[src/rtl/core/ebid_pkg.sv]
// Shared types and constants for the ELF build-id note parser.
`timescale 1ns / 1ps

package ebid_pkg;

    localparam int SEG_W             = 17;
    localparam int MAX_SEGMENT_BYTES = 65536;
    localparam int MAX_ID_BYTES      = 64;
    localparam int HDR_BYTES         = 12;
    localparam int BUILD_ID_TYPE     = 3;
    localparam int OUT_DEPTH         = 4;
    localparam int OUT_PTR_W         = $clog2(OUT_DEPTH);
    localparam int OUT_LVL_W         = $clog2(OUT_DEPTH + 1);

    localparam logic KIND_HEX    = 1'b0;
    localparam logic KIND_STATUS = 1'b1;

    typedef struct packed {
        logic       kind;
        logic [7:0] hex_char;
        logic       last;
    } result_t;

    typedef struct packed {
        logic [1:0] count;
        result_t    res0;
        result_t    res1;
    } push_t;

endpackage

[src/rtl/core/ebid_parser.sv]
// Note walker: parser state and per-byte result generation.
`timescale 1ns / 1ps

module ebid_parser (
    input  logic                     clk,
    input  logic                     rst_n,
    input  logic                     item_valid,
    input  logic [7:0]               item_byte,
    input  logic [ebid_pkg::SEG_W-1:0] segment_length,
    output ebid_pkg::push_t          push
);

    localparam logic [1:0] PH_HEADER = 2'd0;
    localparam logic [1:0] PH_NAME   = 2'd1;
    localparam logic [1:0] PH_DESC   = 2'd2;

    localparam int SW = ebid_pkg::SEG_W;

    logic [SW-1:0] seen_reg, seen_next;
    logic [1:0]    phase_reg, phase_next;
    logic [31:0]   ns_reg, ns_next;
    logic [31:0]   ds_reg, ds_next;
    logic [31:0]   ty_reg, ty_next;
    logic [SW-1:0] fbl_reg, fbl_next;
    logic          q_reg, q_next;
    logic          fin_reg, fin_next;

    function automatic logic [32:0] pad4(input logic [31:0] n);
        logic [32:0] s;
        begin
            s = {1'b0, n} + 33'd3;
            pad4 = {s[32:2], 2'b00};
        end
    endfunction

    function automatic logic [7:0] hex_of(input logic [3:0] n);
        begin
            if (n < 4'd10)
                hex_of = 8'h30 + {4'h0, n};
            else
                hex_of = 8'h61 + {4'h0, n} - 8'd10;
        end
    endfunction

    function automatic logic [7:0] owner_byte(input logic [1:0] i);
        begin
            case (i)
                2'd0:    owner_byte = 8'h47;
                2'd1:    owner_byte = 8'h4E;
                2'd2:    owner_byte = 8'h55;
                default: owner_byte = 8'h00;
            endcase
        end
    endfunction

    ebid_pkg::result_t status_res;
    assign status_res = '{kind: ebid_pkg::KIND_STATUS, hex_char: 8'h00, last: 1'b0};

    always_comb
    begin
        logic          go_desc;
        logic          go_end;
        logic [SW-1:0] remain;
        logic [3:0]    pos;
        logic [4:0]    sh;
        logic [32:0]   np;
        logic [32:0]   dp;
        logic [33:0]   room;
        logic [1:0]    nidx;
        logic [7:0]    pd8;
        logic [6:0]    didx;
        logic          emit;
        logic          last;

        seen_next  = seen_reg;
        phase_next = phase_reg;
        ns_next    = ns_reg;
        ds_next    = ds_reg;
        ty_next    = ty_reg;
        fbl_next   = fbl_reg;
        q_next     = q_reg;
        fin_next   = fin_reg;
        push       = '0;
        go_desc    = 1'b0;
        go_end     = 1'b0;
        remain     = segment_length - (seen_reg + SW'(1));
        pos        = fbl_reg[3:0];
        sh         = {pos[1:0], 3'b000};
        np         = '0;
        dp         = '0;
        room       = '0;
        nidx       = 2'(3'd4 - fbl_reg[2:0]);
        pd8        = ({1'b0, ds_reg[6:0]} + 8'd3) & 8'hFC;
        didx       = pd8[6:0] - fbl_reg[6:0];
        emit       = 1'b0;
        last       = 1'b0;

        if (item_valid && !fin_reg &&
            ({15'b0, segment_length} <= 32'(ebid_pkg::MAX_SEGMENT_BYTES)))
        begin
            if (seen_reg >= segment_length)
            begin
                fin_next   = 1'b1;
                push.count = 2'd1;
                push.res0  = status_res;
            end
            else if (phase_reg != PH_NAME && phase_reg != PH_DESC && fbl_reg == '0 &&
                     (segment_length - seen_reg) < SW'(ebid_pkg::HDR_BYTES))
            begin
                phase_next = PH_HEADER;
                fin_next   = 1'b1;
                push.count = 2'd1;
                push.res0  = status_res;
            end
            else
            begin
                seen_next = seen_reg + SW'(1);
                case (phase_reg)
                    PH_NAME:
                    begin
                        if (q_reg && item_byte != owner_byte(nidx))
                            q_next = 1'b0;
                        fbl_next = fbl_reg - SW'(1);
                        if (fbl_next == '0)
                            go_desc = 1'b1;
                    end
                    PH_DESC:
                    begin
                        emit     = q_reg && (didx < ds_reg[6:0]);
                        last     = (didx + 7'd1) == ds_reg[6:0];
                        fbl_next = fbl_reg - SW'(1);
                        if (emit)
                        begin
                            push.count = 2'd2;
                            push.res0  = '{kind: ebid_pkg::KIND_HEX,
                                           hex_char: hex_of(item_byte[7:4]), last: 1'b0};
                            push.res1  = '{kind: ebid_pkg::KIND_HEX,
                                           hex_char: hex_of(item_byte[3:0]), last: last};
                            if (last)
                                fin_next = 1'b1;
                            else if (fbl_next == '0)
                                go_end = 1'b1;
                        end
                        else if (fbl_next == '0)
                            go_end = 1'b1;
                    end
                    default:
                    begin
                        phase_next = PH_HEADER;
                        if (pos == 4'd0)
                        begin
                            ns_next = '0;
                            ds_next = '0;
                            ty_next = '0;
                        end
                        if (pos < 4'd4)
                            ns_next[sh +: 8] = item_byte;
                        else if (pos < 4'd8)
                            ds_next[sh +: 8] = item_byte;
                        else
                            ty_next[sh +: 8] = item_byte;
                        fbl_next = SW'(pos) + SW'(1);
                        if (pos == 4'(ebid_pkg::HDR_BYTES - 1))
                        begin
                            fbl_next = '0;
                            np       = pad4(ns_next);
                            dp       = pad4(ds_next);
                            room     = {17'b0, remain} - {1'b0, np};
                            if (np > {16'b0, remain})
                            begin
                                fin_next   = 1'b1;
                                push.count = 2'd1;
                                push.res0  = status_res;
                            end
                            else if ({1'b0, dp} > room)
                            begin
                                fin_next   = 1'b1;
                                push.count = 2'd1;
                                push.res0  = status_res;
                            end
                            else
                            begin
                                q_next = (ty_next == 32'(ebid_pkg::BUILD_ID_TYPE)) &&
                                         (ns_next == 32'd4) && (ds_next != 32'd0) &&
                                         (ds_next <= 32'(ebid_pkg::MAX_ID_BYTES));
                                if (np == '0)
                                    go_desc = 1'b1;
                                else
                                begin
                                    phase_next = PH_NAME;
                                    fbl_next   = np[SW-1:0];
                                end
                            end
                        end
                    end
                endcase

                if (go_desc)
                begin
                    dp = pad4(ds_next);
                    if (dp == '0)
                        go_end = 1'b1;
                    else
                    begin
                        phase_next = PH_DESC;
                        fbl_next   = dp[SW-1:0];
                    end
                end

                if (go_end)
                begin
                    phase_next = PH_HEADER;
                    fbl_next   = '0;
                    if (remain < SW'(ebid_pkg::HDR_BYTES) && push.count == 2'd0)
                    begin
                        fin_next   = 1'b1;
                        push.count = 2'd1;
                        push.res0  = status_res;
                    end
                end
            end
        end
    end

    always_ff @(posedge clk or negedge rst_n)
    begin
        if (!rst_n)
        begin
            seen_reg  <= '0;
            phase_reg <= PH_HEADER;
            ns_reg    <= '0;
            ds_reg    <= '0;
            ty_reg    <= '0;
            fbl_reg   <= '0;
            q_reg     <= 1'b0;
            fin_reg   <= 1'b0;
        end
        else
        begin
            seen_reg  <= seen_next;
            phase_reg <= phase_next;
            ns_reg    <= ns_next;
            ds_reg    <= ds_next;
            ty_reg    <= ty_next;
            fbl_reg   <= fbl_next;
            q_reg     <= q_next;
            fin_reg   <= fin_next;
        end
    end

endmodule

[src/rtl/core/ebid_out_fifo.sv]
// Result queue: takes up to two results a cycle, delivers one per transfer.
`timescale 1ns / 1ps

module ebid_out_fifo (
    input  logic                             clk,
    input  logic                             rst_n,
    input  ebid_pkg::push_t                  push,
    output logic                             out_valid,
    input  logic                             out_stall,
    output ebid_pkg::result_t                out_res,
    output logic [ebid_pkg::OUT_LVL_W-1:0]   level
);

    localparam int PW = ebid_pkg::OUT_PTR_W;
    localparam int LW = ebid_pkg::OUT_LVL_W;

    ebid_pkg::result_t mem_reg [ebid_pkg::OUT_DEPTH];
    logic [PW-1:0] wr_ptr_reg, wr_ptr_next;
    logic [PW-1:0] rd_ptr_reg, rd_ptr_next;
    logic [LW-1:0] level_reg, level_next;
    logic          pop;

    assign out_valid = level_reg != '0;
    assign out_res   = mem_reg[rd_ptr_reg];
    assign level     = level_reg;
    assign pop       = out_valid && !out_stall;

    always_comb
    begin
        wr_ptr_next = wr_ptr_reg + PW'(push.count);
        rd_ptr_next = rd_ptr_reg + PW'(pop);
        level_next  = level_reg + LW'(push.count) - LW'(pop);
    end

    always_ff @(posedge clk)
    begin
        if (push.count != 2'd0)
            mem_reg[wr_ptr_reg] <= push.res0;
        if (push.count == 2'd2)
            mem_reg[wr_ptr_reg + PW'(1)] <= push.res1;
    end

    always_ff @(posedge clk or negedge rst_n)
    begin
        if (!rst_n)
        begin
            wr_ptr_reg <= '0;
            rd_ptr_reg <= '0;
            level_reg  <= '0;
        end
        else
        begin
            wr_ptr_reg <= wr_ptr_next;
            rd_ptr_reg <= rd_ptr_next;
            level_reg  <= level_next;
        end
    end

endmodule

[src/rtl/core/elf_build_id_note_parser.sv]
// Top level: byte input register, config register, parser and result queue.
//
//   channel  | signals                                    | role
//   note     | note_valid, note_stall, note_byte          | segment bytes in
//   result   | result_valid, result_stall, result_kind,   | hex chars / status out
//            | hex_char, last_of_id                       |
//   config   | psel, penable, pwrite, paddr, pwdata,      | segment_length at 0x0
//            | prdata, pready                             |
//
// One byte per cycle while no build id is being emitted and result_stall is low;
// each build-id byte yields two characters and the result port drains one per cycle
// unless stalled, so during the id bytes are held back. Bytes and results are registered.
// Reset (rst_n low, async) returns the parser to the first note header.
// The input register holds its byte under note_stall until the queue has room for two.
`timescale 1ns / 1ps

module elf_build_id_note_parser (
    input  logic        clk,
    input  logic        rst_n,
    input  logic        note_valid,
    output logic        note_stall,
    input  logic [7:0]  note_byte,
    output logic        result_valid,
    input  logic        result_stall,
    output logic        result_kind,
    output logic [7:0]  hex_char,
    output logic        last_of_id,
    input  logic        psel,
    input  logic        penable,
    input  logic        pwrite,
    input  logic [2:0]  paddr,
    input  logic [31:0] pwdata,
    output logic [31:0] prdata,
    output logic        pready
);

    localparam int SW = ebid_pkg::SEG_W;
    localparam int LW = ebid_pkg::OUT_LVL_W;

    logic [SW-1:0]     seg_len_reg;
    logic              in_full_reg, in_full_next;
    logic [7:0]        in_byte_reg;
    logic              accept;
    logic              advance;
    logic [LW-1:0]     level;
    ebid_pkg::push_t   push;
    ebid_pkg::result_t out_res;

    assign pready     = 1'b1;
    assign prdata     = (paddr[2] == 1'b0) ? {{(32 - SW){1'b0}}, seg_len_reg} : 32'h0;
    assign advance    = in_full_reg && (level <= LW'(ebid_pkg::OUT_DEPTH - 2));
    assign note_stall = in_full_reg && !advance;
    assign accept     = note_valid && !note_stall;

    always_comb
    begin
        in_full_next = in_full_reg;
        if (accept)
            in_full_next = 1'b1;
        else if (advance)
            in_full_next = 1'b0;
    end

    always_ff @(posedge clk or negedge rst_n)
    begin
        if (!rst_n)
        begin
            in_full_reg <= 1'b0;
            seg_len_reg <= '0;
        end
        else
        begin
            in_full_reg <= in_full_next;
            if (psel && penable && pwrite && pready && paddr[2] == 1'b0)
                seg_len_reg <= pwdata[SW-1:0];
        end
    end

    always_ff @(posedge clk)
    begin
        if (accept)
            in_byte_reg <= note_byte;
    end

    ebid_parser u_parser (
        .clk            (clk),
        .rst_n          (rst_n),
        .item_valid     (advance),
        .item_byte      (in_byte_reg),
        .segment_length (seg_len_reg),
        .push           (push)
    );

    ebid_out_fifo u_out_fifo (
        .clk       (clk),
        .rst_n     (rst_n),
        .push      (push),
        .out_valid (result_valid),
        .out_stall (result_stall),
        .out_res   (out_res),
        .level     (level)
    );

    assign result_kind = out_res.kind;
    assign hex_char    = out_res.hex_char;
    assign last_of_id  = out_res.last;

    a_level_bound: assert property (@(posedge clk) disable iff (!rst_n)
        level <= LW'(ebid_pkg::OUT_DEPTH))
        else $error("result queue overflow");

    a_hold_byte: assert property (@(posedge clk) disable iff (!rst_n)
        note_stall |=> in_full_reg && $stable(in_byte_reg))
        else $error("held byte lost while stalled");

    a_status_shape: assert property (@(posedge clk) disable iff (!rst_n)
        result_valid && result_kind |-> hex_char == 8'h00 && !last_of_id)
        else $error("status result carries character data");

    a_pair_is_hex: assert property (@(posedge clk) disable iff (!rst_n)
        push.count == 2'd2 |-> push.res0.kind == ebid_pkg::KIND_HEX &&
                               push.res1.kind == ebid_pkg::KIND_HEX)
        else $error("two-result transfer is not a hex pair");

endmodule

[config.mk]
export PLATFORM = sky130hd
export DESIGN_NAME = elf_build_id_note_parser
export DESIGN_NICKNAME = d
export VERILOG_FILES = /design/src/rtl/core/ebid_pkg.sv /design/src/rtl/core/ebid_parser.sv /design/src/rtl/core/ebid_out_fifo.sv /design/src/rtl/core/elf_build_id_note_parser.sv
export SDC_FILE = /design/constraint.sdc
export NUM_CORES = 1
export LEC_CHECK = 0
export ABC_AREA = 1
export BUFFER_PORTS_ARGS = -buffer_cell sky130_fd_sc_hd__buf_2
export CAP_MARGIN = 20
export CORE_ASPECT_RATIO = 0.8
export CORE_UTILIZATION = 54
export CTS_CLUSTER_SIZE = 30
export DETAILED_ROUTE_END_ITERATION = 6
export PLACE_DENSITY_LB_ADDON = 0.12
export SYNTH_ARGS = -nofsm -noshare
export SYNTH_HDL_FRONTEND = slang
export SYNTH_HIERARCHICAL = 1
export SYNTH_SLANG_ARGS = --single-unit
[constraint.sdc]
create_clock -name clk -period 21.5 [get_ports clk]
set_clock_uncertainty 0.1 [all_clocks]
set_input_delay 4.3 -clock clk [delete_from_list [all_inputs] [get_ports clk]]
set_output_delay 4.3 -clock clk [all_outputs]
set_load 0.02 [all_outputs]
==> report_table.html, run 1 <==
<table>
<tr><th>Metric</th><th>Value</th></tr>
<tr><th colspan="2">Run status</th></tr>
<tr><td>Result of the run</td><td>finished clean</td></tr>
<tr><th colspan="2">Floorplan</th></tr>
<tr><td>IO Count</td><td>95</td></tr>
<tr><td>Die Wd</td><td>214 um</td></tr>
<tr><td>Area of the core region</td><td>0.0350 mm2</td></tr>
<tr><td>Number of standard-cell rows in the floorplan</td><td>61</td></tr>
<tr><td>Effective utilization at floorplan</td><td>0.553</td></tr>
<tr><td>Full die area</td><td>0.0367 mm2</td></tr>
<tr><td>Die boundary height</td><td>171 um</td></tr>
<tr><th colspan="2">Timing</th></tr>
<tr><td>Peak clock frequency supported by timing</td><td>98.3 MHz</td></tr>
<tr><td>Number of pins with negative max-slew slack in the final report</td><td>0</td></tr>
<tr><td>Sum of negative setup slack</td><td>0 ns</td></tr>
<tr><td>Worst-margin pin slew</td><td>0.993 ns</td></tr>
<tr><td>Fin crit period</td><td>10.18 ns</td></tr>
<tr><td>Final hold violation count</td><td>0</td></tr>
<tr><td>Share of the clock period used by the worst path after layout</td><td>0.473</td></tr>
<tr><td>Final number of setup-violating endpoints</td><td>0</td></tr>
<tr><td>Relative slew margins</td><td>0.321</td></tr>
<tr><td>Unrepaired setup endpoints after global routing</td><td>no</td></tr>
<tr><th colspan="2">Layout</th></tr>
<tr><td>Layout overhead on the synthesized area</td><td>7.21%</td></tr>
<tr><td>Final antenna diode count</td><td>0</td></tr>
<tr><td>Final-stage net count</td><td>3130</td></tr>
<tr><td>Non-filler cells, final</td><td>3471</td></tr>
<tr><td>Flip-flop count of the largest register, all copies and words added</td><td>40</td></tr>
<tr><td>Layout cells sized above 1</td><td>0.0870</td></tr>
<tr><td>Filler cell count in the final layout</td><td>3465</td></tr>
<tr><th colspan="2">Synth</th></tr>
<tr><td>Post-Synthesis Cells</td><td>2962</td></tr>
<tr><td>Yosys cell types</td><td>64</td></tr>
<tr><td>Netlist area before placement</td><td>0.0194 mm2</td></tr>
<tr><td>Flip-flop and latch count after synthesis</td><td>207</td></tr>
<tr><td>Area contributors post-synth</td><td>sky130_fd_sc_hd__dfrtp_1 21%, sky130_fd_sc_hd__nand2_1 16%, sky130_fd_sc_hd__inv_1 7.6%</td></tr>
<tr><td>Number of enable flip-flop cells after synthesis</td><td>48</td></tr>
<tr><td>Dominant cell by count in the synthesized netlist</td><td>sky130_fd_sc_hd__nand2_1</td></tr>
<tr><td>Asr flop ratio synth</td><td>0.768</td></tr>
<tr><td>Synth Warn #</td><td>6</td></tr>
<tr><td>Most common library cells after synthesis</td><td>832 x sky130_fd_sc_hd__nand2_1, 395 x sky130_fd_sc_hd__inv_1, 279 x sky130_fd_sc_hd__nor2_1</td></tr>
<tr><td>Synthesized area divided by synthesized cell count</td><td>6.54 um2</td></tr>
<tr><td>Portion of synthesized cell area occupied by the leading cell type</td><td>0.205</td></tr>
<tr><td>Register area share after synthesis</td><td>0.280</td></tr>
<tr><td>Biggest area consumer among synthesized cells</td><td>sky130_fd_sc_hd__dfrtp_1</td></tr>
<tr><td>Most used flip-flop cell after synthesis</td><td>sky130_fd_sc_hd__dfrtp_1</td></tr>
<tr><th colspan="2">Clock network</th></tr>
<tr><td>Number of buffers created by CTS</td><td>25</td></tr>
<tr><td>Number of H-tree levels</td><td>1</td></tr>
<tr><td>Number of gates resized after cts</td><td>0</td></tr>
<tr><td>Clock tree from TritonCTS</td><td>built</td></tr>
<tr><td>Hold Buf Count CTS</td><td>0</td></tr>
<tr><td>Cell at the root of the clock tree</td><td>sky130_fd_sc_hd__clkbuf_16</td></tr>
<tr><td>Clock Sink Count</td><td>207</td></tr>
<tr><td>Buffers inserted by post-CTS timing repair</td><td>0</td></tr>
<tr><td>Clock latency at the later pin of the worst-skew pair</td><td>0.57 ns</td></tr>
<tr><td>Bufs on Longest Clock Path</td><td>3</td></tr>
<tr><td>Clk slew on worst S/H paths</td><td>0.07 ns</td></tr>
<tr><th colspan="2">Routing</th></tr>
<tr><td>Sum of routed wire length over all layers</td><td>63000 um</td></tr>
<tr><td>Drt drc</td><td>0</td></tr>
<tr><td>Final routed wire length divided by cell count</td><td>18.2 um</td></tr>
<tr><td>Iteration-0 DRC Markers</td><td>2327</td></tr>
<tr><td>Drt via density</td><td>5.71</td></tr>
<tr><td>Detailed Routing Iterations Pass 1</td><td>6</td></tr>
<tr><td>Vias post-DR</td><td>19800</td></tr>
<tr><td>Post-DRT Antenna Nets</td><td>0</td></tr>
<tr><th colspan="2">Global routing</th></tr>
<tr><td>First-pass GRT wire length</td><td>97900 um</td></tr>
<tr><td>Maximum number of pins on one net before global-route repair</td><td>89</td></tr>
<tr><td>Total track usage</td><td>0.345</td></tr>
<tr><td>Overflow left after global routing</td><td>0</td></tr>
<tr><td>Via count of the first global-routing pass</td><td>18000</td></tr>
<tr><td>Antenna violations before repair</td><td>0</td></tr>
<tr><th colspan="2">Worst setup path</th></tr>
<tr><td>R2R Setup Slk</td><td>11.32 ns</td></tr>
<tr><td>Crit Path Category</td><td>reg -&gt; reg</td></tr>
<tr><td>Largest stage delay on the critical path</td><td>0.79 ns</td></tr>
<tr><td>Data required time at the worst endpoint</td><td>21.66 ns</td></tr>
<tr><td>CP max-delay cell</td><td>sky130_fd_sc_hd__ha_1</td></tr>
<tr><td>Nature of the critical path endpoint</td><td>flip-flop</td></tr>
<tr><td>Critical path data arrival time</td><td>10.34 ns</td></tr>
<tr><td>Reg-to-Reg End</td><td>u_out_fifo/mem_reg[0][5]</td></tr>
<tr><td>Reg2Reg Depth</td><td>48</td></tr>
<tr><td>Critical path fanouts, max</td><td>52</td></tr>
<tr><td>Critical R2R Launch</td><td>u_parser/fbl_reg[0]</td></tr>
<tr><td>Type of origin of the critical path</td><td>flip-flop</td></tr>
<tr><td>Cell type with the highest occurrence count on the critical path</td><td>sky130_fd_sc_hd__nand2_1</td></tr>
<tr><th colspan="2">Min path</th></tr>
<tr><td>Hold Crit Class</td><td>reg -&gt; reg</td></tr>
<tr><td>Startpoint of the lowest-slack hold path</td><td>u_out_fifo/rd_ptr_reg[1]</td></tr>
<tr><td>Hold endpoint</td><td>u_out_fifo/rd_ptr_reg[1]</td></tr>
<tr><td>Min-Delay Path Depth</td><td>2</td></tr>
<tr><th colspan="2">Power</th></tr>
<tr><td>Clock power frac</td><td>0.239</td></tr>
<tr><td>Worst IR Drop VDD</td><td>70.5 uV</td></tr>
<tr><td>Sequential fraction of design power</td><td>0.243</td></tr>
<tr><td>Switching part of the total power</td><td>0.474</td></tr>
<tr><td>Static leakage power</td><td>9.80 nW</td></tr>
<tr><td>Cell-internal power</td><td>1.03 mW</td></tr>
<tr><td>Comb power frac</td><td>0.518</td></tr>
<tr><td>Power per cell area</td><td>94.2 mW/mm2</td></tr>
<tr><td>Net switching power</td><td>0.927 mW</td></tr>
<tr><th colspan="2">Placement</th></tr>
<tr><td>Total of buffers placed on input and output ports</td><td>61</td></tr>
<tr><td>Placer Congestion</td><td>0.997</td></tr>
<tr><td>Placed cell count</td><td>3425</td></tr>
<tr><td>Total half-perimeter wirelength after legalization and detailed placement</td><td>49400 um</td></tr>
<tr><th colspan="2">Job</th></tr>
<tr><td>Number of maximum-capacitance constraint violations</td><td>0</td></tr>
</table>
[logic make-up after synthesis]
logic type	count (synthesis)	synth area share
other	3	0.000581
and+or+nand+nor	1560	0.358
AOI/OAI and AO/OA	462	0.136
adders and majority gates	100	0.0657
buffers and inverters	521	0.111
xor gates and xnor gates	109	0.0493
DFF	207	0.280
[through the flow]
step | setup WS [ns] | util | hold WS [ns] | power (mW) | instance area [um2]
5_1_grt | 10.65 | 0.593 | 0.395 | 2.09 | 20800
6_report | 11.32 | 0.593 | 0.379 | 1.96 | 20800
3_3_place_gp | 11.76 | 0.567 | 0.353 | 1.44 | 19900
2_1_floorplan | 12.21 | - | 0.342 | 1.22 | 19400
4_1_cts | 11.56 | 0.593 | 0.375 | 1.94 | 20800
3_5_place_dp | 11.61 | 0.568 | 0.359 | 1.47 | 19900
[power groups by stage]
stage	logic [mW]	registers [mW]	clock network [mW]
4_1_cts	0.990	0.475	0.475
2_1_floorplan	0.759	0.460	0
3_3_place_gp	0.960	0.481	0
5_1_grt	1.12	0.480	0.490
6_report	1.01	0.476	0.468
3_5_place_dp	0.983	0.482	0
[layer usage]
metal | wire length, um | up-vias | track usage
met1 | 29900 | 9246 | 0.515
li1 | - | 9679 | -
met2 | 25800 | 798 | 0.507
met5 | 0 | - | 0
met4 | 1400 | 0 | 0.0835
met3 | 5910 | 91 | 0.0659
[cell usage in the layout (no fill, tap or decap), types with 8 or more instances in the layout]
cell / Yosys / final
sky130_fd_sc_hd__nor3_1: 46 / 46
sky130_fd_sc_hd__dfrtp_1: 159 / 159
sky130_fd_sc_hd__nor4_1: 32 / 32
sky130_fd_sc_hd__nand3b_1: 10 / 10
sky130_fd_sc_hd__o22ai_1: 57 / 57
sky130_fd_sc_hd__nor2_1: 279 / 278
sky130_fd_sc_hd__clkbuf_16: 0 / 25
sky130_fd_sc_hd__nand3_2: 11 / 11
sky130_fd_sc_hd__nand2_4: 7 / 8
sky130_fd_sc_hd__ha_1: 97 / 97
sky130_fd_sc_hd__nand2_1: 832 / 831
sky130_fd_sc_hd__edfxtp_1: 48 / 48
sky130_fd_sc_hd__buf_2: 19 / 60
sky130_fd_sc_hd__a21oi_1: 60 / 60
sky130_fd_sc_hd__xnor2_1: 15 / 15
sky130_fd_sc_hd__o22ai_2: 10 / 10
sky130_fd_sc_hd__nand2_2: 20 / 20
sky130_fd_sc_hd__o21ai_0: 217 / 217
sky130_fd_sc_hd__nor2_2: 34 / 35
sky130_fd_sc_hd__o21ai_1: 65 / 65
sky130_fd_sc_hd__inv_1: 395 / 394
sky130_fd_sc_hd__nand4_1: 68 / 68
sky130_fd_sc_hd__o21ai_2: 10 / 10
sky130_fd_sc_hd__nand3_1: 183 / 183
sky130_fd_sc_hd__conb_1: 3 / 20
sky130_fd_sc_hd__xor2_1: 94 / 94
sky130_fd_sc_hd__inv_2: 22 / 22
sky130_fd_sc_hd__buf_4: 29 / 10
[worst max-delay path: cells and delay by family (launching register included)]
| family | cells | cell delay [ns] |
|---|---|---|
| and+or+nand+nor | 35 | 5.42 |
| adders and majority gates | 3 | 1.40 |
| buffers and inverters | 6 | 1.25 |
| AOI/OAI and AO/OA | 3 | 0.81 |
| DFF | 1 | 0.62 |
| xor gates and xnor gates | 1 | 0.18 |
[area by class of cell]
type	instances	area [um2]	area share
clock buffer	29	651	0.0313
clock inverter	17	240	0.0116
inverter	423	1590	0.0765
multi-input combinational	2251	11900	0.572
sequential	207	5420	0.261
tap	472	591	0.0284
timing repair buffer	72	407	0.0196
[worst max path at each step]
stage | start | slack, ns | to
3_3_place_gp | u_parser/fbl_reg[0] | 11.76 | u_out_fifo/mem_reg[0][7]
6_report | u_parser/fbl_reg[0] | 11.32 | u_out_fifo/mem_reg[0][5]
3_5_place_dp | u_parser/fbl_reg[0] | 11.61 | u_out_fifo/mem_reg[0][5]
4_1_cts | u_parser/fbl_reg[0] | 11.56 | u_out_fifo/mem_reg[0][1]
5_1_grt | u_parser/fbl_reg[0] | 10.65 | u_out_fifo/mem_reg[0][5]
2_1_floorplan | paddr[2] | 12.21 | prdata[11]
Power figures use the tool's default switching activity.
==> run 2, diff against run 1 <==
--- a/config.mk
+++ b/config.mk
@@ -5,7 +5,7 @@
 export SDC_FILE = /design/constraint.sdc
 export NUM_CORES = 1
 export LEC_CHECK = 0
-export ABC_AREA = 1
+export ABC_AREA = 0
 export BUFFER_PORTS_ARGS = -buffer_cell sky130_fd_sc_hd__buf_2
 export CAP_MARGIN = 20
 export CORE_ASPECT_RATIO = 0.8
==> constraint.sdc (replaced) <==
create_clock -name clk -period 10.5 [get_ports clk]
set_clock_uncertainty 0.1 [all_clocks]
set_input_delay 2.1 -clock clk [delete_from_list [all_inputs] [get_ports clk]]
set_output_delay 2.1 -clock clk [all_outputs]
set_load 0.02 [all_outputs]
==> run 2 against run 1 <==
  * Maximum frequency up 0.97%
  * Largest cell class unchanged
  * Power rose to 2.6 times the previous value
  * Highest routed layer is now met5
  * Non-clock buffer count up 62
  * Area after synthesis is 6.9% lower
  * First-iteration DRC count is 10% lower
==> report_table.html, run 2 <==
<table>
<tr><th>Metric</th><th>Value</th></tr>
<tr><th colspan="2">Timing</th></tr>
<tr><td>Number of pins with negative max-slew slack in the final report</td><td>0</td></tr>
<tr><td>Relative slew margins</td><td>0.317</td></tr>
<tr><td>Final number of setup-violating endpoints</td><td>0</td></tr>
<tr><td>Peak clock frequency supported by timing</td><td>99.2 MHz</td></tr>
<tr><td>Worst-margin pin slew</td><td>1.02 ns</td></tr>
<tr><td>Share of the clock period used by the worst path after layout</td><td>0.960</td></tr>
<tr><td>Final hold violation count</td><td>0</td></tr>
<tr><td>Unrepaired setup endpoints after global routing</td><td>no</td></tr>
<tr><td>Sum of negative setup slack</td><td>0 ns</td></tr>
<tr><td>Fin crit period</td><td>10.08 ns</td></tr>
<tr><th colspan="2">Routing</th></tr>
<tr><td>Final routed wire length divided by cell count</td><td>23.5 um</td></tr>
<tr><td>Sum of routed wire length over all layers</td><td>60600 um</td></tr>
<tr><td>Vias post-DR</td><td>16900</td></tr>
<tr><td>Drt via density</td><td>6.55</td></tr>
<tr><td>Iteration-0 DRC Markers</td><td>2087</td></tr>
<tr><td>Drt drc</td><td>0</td></tr>
<tr><td>Detailed Routing Iterations Pass 1</td><td>7</td></tr>
<tr><td>Post-DRT Antenna Nets</td><td>0</td></tr>
<tr><th colspan="2">Synth</th></tr>
<tr><td>Most used flip-flop cell after synthesis</td><td>sky130_fd_sc_hd__dfrtp_1</td></tr>
<tr><td>Portion of synthesized cell area occupied by the leading cell type</td><td>0.220</td></tr>
<tr><td>Area contributors post-synth</td><td>sky130_fd_sc_hd__dfrtp_1 22%, sky130_fd_sc_hd__edfxtp_1 8.0%, sky130_fd_sc_hd__ha_1 6.7%</td></tr>
<tr><td>Simple-gate area share of the yosys netlist</td><td>0.229</td></tr>
<tr><td>Register area share after synthesis</td><td>0.300</td></tr>
<tr><td>Asr flop ratio synth</td><td>0.768</td></tr>
<tr><td>Largest family of logic cells by synthesized area</td><td>simple AND/OR/NAND/NOR gates</td></tr>
<tr><td>Synth Warn #</td><td>6</td></tr>
<tr><td>Post-synthesis share of cell area spent on full adders, half adders and majority gates</td><td>0.0712</td></tr>
<tr><td>Post-Synthesis Cells</td><td>2083</td></tr>
<tr><td>Flip-flop and latch count after synthesis</td><td>207</td></tr>
<tr><td>Compound-Gate Fraction of Synth Area</td><td>0.196</td></tr>
<tr><td>Most common library cells after synthesis</td><td>237 x sky130_fd_sc_hd__nand2_1, 168 x sky130_fd_sc_hd__nor2_1, 159 x sky130_fd_sc_hd__dfrtp_1</td></tr>
<tr><td>Multiplexer area fraction after synthesis</td><td>0.0590</td></tr>
<tr><td>Dominant cell by count in the synthesized netlist</td><td>sky130_fd_sc_hd__nand2_1</td></tr>
<tr><td>Biggest area consumer among synthesized cells</td><td>sky130_fd_sc_hd__dfrtp_1</td></tr>
<tr><td>Netlist area before placement</td><td>0.0180 mm2</td></tr>
<tr><td>Xor/xnor share of the synthesized area</td><td>0.0932</td></tr>
<tr><td>Number of enable flip-flop cells after synthesis</td><td>48</td></tr>
<tr><td>Synthesized area divided by synthesized cell count</td><td>8.66 um2</td></tr>
<tr><td>Yosys cell types</td><td>111</td></tr>
<tr><th colspan="2">Clock network</th></tr>
<tr><td>Number of H-tree levels</td><td>1</td></tr>
<tr><td>Clk slew on worst S/H paths</td><td>0.06 ns</td></tr>
<tr><td>Cell at the root of the clock tree</td><td>sky130_fd_sc_hd__clkbuf_16</td></tr>
<tr><td>Bufs on Longest Clock Path</td><td>3</td></tr>
<tr><td>Number of buffers created by CTS</td><td>25</td></tr>
<tr><td>Clock tree from TritonCTS</td><td>built</td></tr>
<tr><td>Clock Sink Count</td><td>207</td></tr>
<tr><td>Clock latency at the later pin of the worst-skew pair</td><td>0.56 ns</td></tr>
<tr><td>Hold Buf Count CTS</td><td>0</td></tr>
<tr><th colspan="2">Floorplan</th></tr>
<tr><td>Area of the core region</td><td>0.0327 mm2</td></tr>
<tr><td>Die Wd</td><td>206 um</td></tr>
<tr><td>Die boundary height</td><td>166 um</td></tr>
<tr><td>Full die area</td><td>0.0342 mm2</td></tr>
<tr><td>IO Count</td><td>95</td></tr>
<tr><td>Number of standard-cell rows in the floorplan</td><td>59</td></tr>
<tr><td>Effective utilization at floorplan</td><td>0.552</td></tr>
<tr><th colspan="2">Placement</th></tr>
<tr><td>Placed cell count</td><td>2524</td></tr>
<tr><td>Placer Congestion</td><td>0.991</td></tr>
<tr><td>Total of buffers placed on input and output ports</td><td>61</td></tr>
<tr><td>Total half-perimeter wirelength after legalization and detailed placement</td><td>46000 um</td></tr>
<tr><th colspan="2">Layout</th></tr>
<tr><td>Non-filler cells, final</td><td>2575</td></tr>
<tr><td>Layout Utilization</td><td>0.607</td></tr>
<tr><td>Layout cells sized above 1</td><td>0.138</td></tr>
<tr><td>Final antenna diode count</td><td>0</td></tr>
<tr><td>Filler cell count in the final layout</td><td>2937</td></tr>
<tr><td>Layout overhead on the synthesized area</td><td>10.0%</td></tr>
<tr><td>Final-stage net count</td><td>2279</td></tr>
<tr><td>Most common library cell in the layout ignoring fill and taps</td><td>sky130_fd_sc_hd__nand2_1</td></tr>
<tr><td>Flip-flop count of the largest register, all copies and words added</td><td>40</td></tr>
<tr><td>Leading cell types in the layout, fill and taps excluded</td><td>237 x sky130_fd_sc_hd__nand2_1, 167 x sky130_fd_sc_hd__nor2_1, 159 x sky130_fd_sc_hd__dfrtp_1</td></tr>
<tr><th colspan="2">Global routing</th></tr>
<tr><td>Antenna violations before repair</td><td>1</td></tr>
<tr><td>Via count of the first global-routing pass</td><td>15500</td></tr>
<tr><td>Overflow left after global routing</td><td>0</td></tr>
<tr><td>Maximum number of pins on one net before global-route repair</td><td>83</td></tr>
<tr><td>First-pass GRT wire length</td><td>92100 um</td></tr>
<tr><td>Total track usage</td><td>0.355</td></tr>
<tr><th colspan="2">Power</th></tr>
<tr><td>Comb power frac</td><td>0.610</td></tr>
<tr><td>Switching part of the total power</td><td>0.480</td></tr>
<tr><td>Static leakage power</td><td>8.61 nW</td></tr>
<tr><td>Cell-internal power</td><td>2.66 mW</td></tr>
<tr><td>Clock power frac</td><td>0.178</td></tr>
<tr><td>Worst IR Drop VDD</td><td>156 uV</td></tr>
<tr><td>Overall power of the completed layout</td><td>5.12 mW</td></tr>
<tr><td>Power per cell area</td><td>258 mW/mm2</td></tr>
<tr><td>Sequential fraction of design power</td><td>0.212</td></tr>
<tr><td>Net switching power</td><td>2.45 mW</td></tr>
<tr><th colspan="2">Worst setup path</th></tr>
<tr><td>Critical R2R Launch</td><td>u_parser/fbl_reg[0]</td></tr>
<tr><td>Reg2Reg Depth</td><td>44</td></tr>
<tr><td>Largest stage delay on the critical path</td><td>0.43 ns</td></tr>
<tr><td>Nature of the critical path endpoint</td><td>flip-flop</td></tr>
<tr><td>Worst setup endpoint</td><td>u_out_fifo/level[2]</td></tr>
<tr><td>Critical path fanouts, max</td><td>20</td></tr>
<tr><td>Data required time at the worst endpoint</td><td>10.83 ns</td></tr>
<tr><td>Reg-to-Reg End</td><td>u_out_fifo/level[2]</td></tr>
<tr><td>R2R Setup Slk</td><td>0.42 ns</td></tr>
<tr><td>CP max-delay cell</td><td>sky130_fd_sc_hd__ha_2</td></tr>
<tr><td>Cell type with the highest occurrence count on the critical path</td><td>sky130_fd_sc_hd__buf_4</td></tr>
<tr><td>Critical path data arrival time</td><td>10.41 ns</td></tr>
<tr><td>Type of origin of the critical path</td><td>flip-flop</td></tr>
<tr><td>Worst setup path start</td><td>u_parser/fbl_reg[0]</td></tr>
<tr><td>Crit Path Category</td><td>reg -&gt; reg</td></tr>
<tr><th colspan="2">Run status</th></tr>
<tr><td>Result of the run</td><td>finished clean</td></tr>
<tr><th colspan="2">Job</th></tr>
<tr><td>Number of maximum-capacitance constraint violations</td><td>0</td></tr>
<tr><th colspan="2">Min path</th></tr>
<tr><td>Hold Crit Class</td><td>reg -&gt; reg</td></tr>
<tr><td>Min-Delay Path Depth</td><td>2</td></tr>
</table>
==> run 2: final cells by class <==
cell class	count	area [um2]	area share
inverter	73	274	0.0138
tap	427	534	0.0269
clock inverter	11	135	0.00681
clock buffer	35	713	0.0359
multi-input combinational	1688	11800	0.596
timing repair buffer	134	942	0.0475
sequential	207	5420	0.273
==> run 2: logic make-up (layout without fill, tap and decap cells) <==
kind of cell    after synthesis  in the layout
simple gates                797            797
compound gates              503            503
flops                       207            207
buf+inv                     205            253
xor+xnor                    184            184
fa+ha+maj                   101            101
mux                          83             83
other cells                   3             20
==> run 2: metrics by stage <==
stage	cell area [um2]	hold WS (ns)	setup WS, ns
floorplan	18100	0.342	1.20
global placement	18900	0.360	0.404
detailed placement	18900	0.365	0.324
CTS	19800	0.379	0.268
global route	19900	0.401	0.00511
finish	19900	0.376	0.423
==> run 2: how the worst min path moves through the flow <==
stage / from / end / slack [ns]
floorplan: u_parser/fin_reg / u_parser/fin_reg / 0.34
global placement: u_parser/ty_reg[12] / u_parser/ty_reg[12] / 0.36
detailed placement: u_parser/ns_reg[24] / u_parser/ns_reg[24] / 0.36
CTS: u_parser/ns_reg[24] / u_parser/ns_reg[24] / 0.38
global route: u_parser/ty_reg[3] / u_parser/ty_reg[3] / 0.40
finish: u_parser/ns_reg[24] / u_parser/ns_reg[24] / 0.38
==> run 2: routing by layer <==
layer / vias to the layer above / GRT usage / wire length (um)
li1: 7692 / - / -
met1: 8172 / 0.545 / 27900
met2: 914 / 0.479 / 23800
met3: 93 / 0.109 / 7460
met4: 2 / 0.0682 / 1260
met5: - / 0.0164 / 74
==> run 2: repair_timing <==
action / 4_1_cts / 5_1_grt
endpoints found under the setup margin: 0 / 79
buffers inserted: 0 / 4
resized for setup: 0 / 7
==> run 2: critical path: cells and delay by family, from the launching register on <==
kind / cells / cell delay, ns
AO/OA/AOI/OAI: 13 / 3.05
buffers and inverters: 9 / 1.62
flip-flops: 1 / 0.37
adder cells (fa/ha/maj): 6 / 1.93
AND/OR/NAND/NOR: 11 / 2.00
XOR/XNOR: 4 / 0.56
multiplexers: 1 / 0.28
==> run 2: power by group through the flow <==
stage	Clock [mW]	Combinational [mW]	Sequential [mW]
global route	0.955	3.38	1.10
global placement	0	2.94	1.09
CTS	0.925	3.03	1.08
detailed placement	0	3.01	1.09
floorplan	0	2.23	1.02
finish	0.912	3.12	1.09
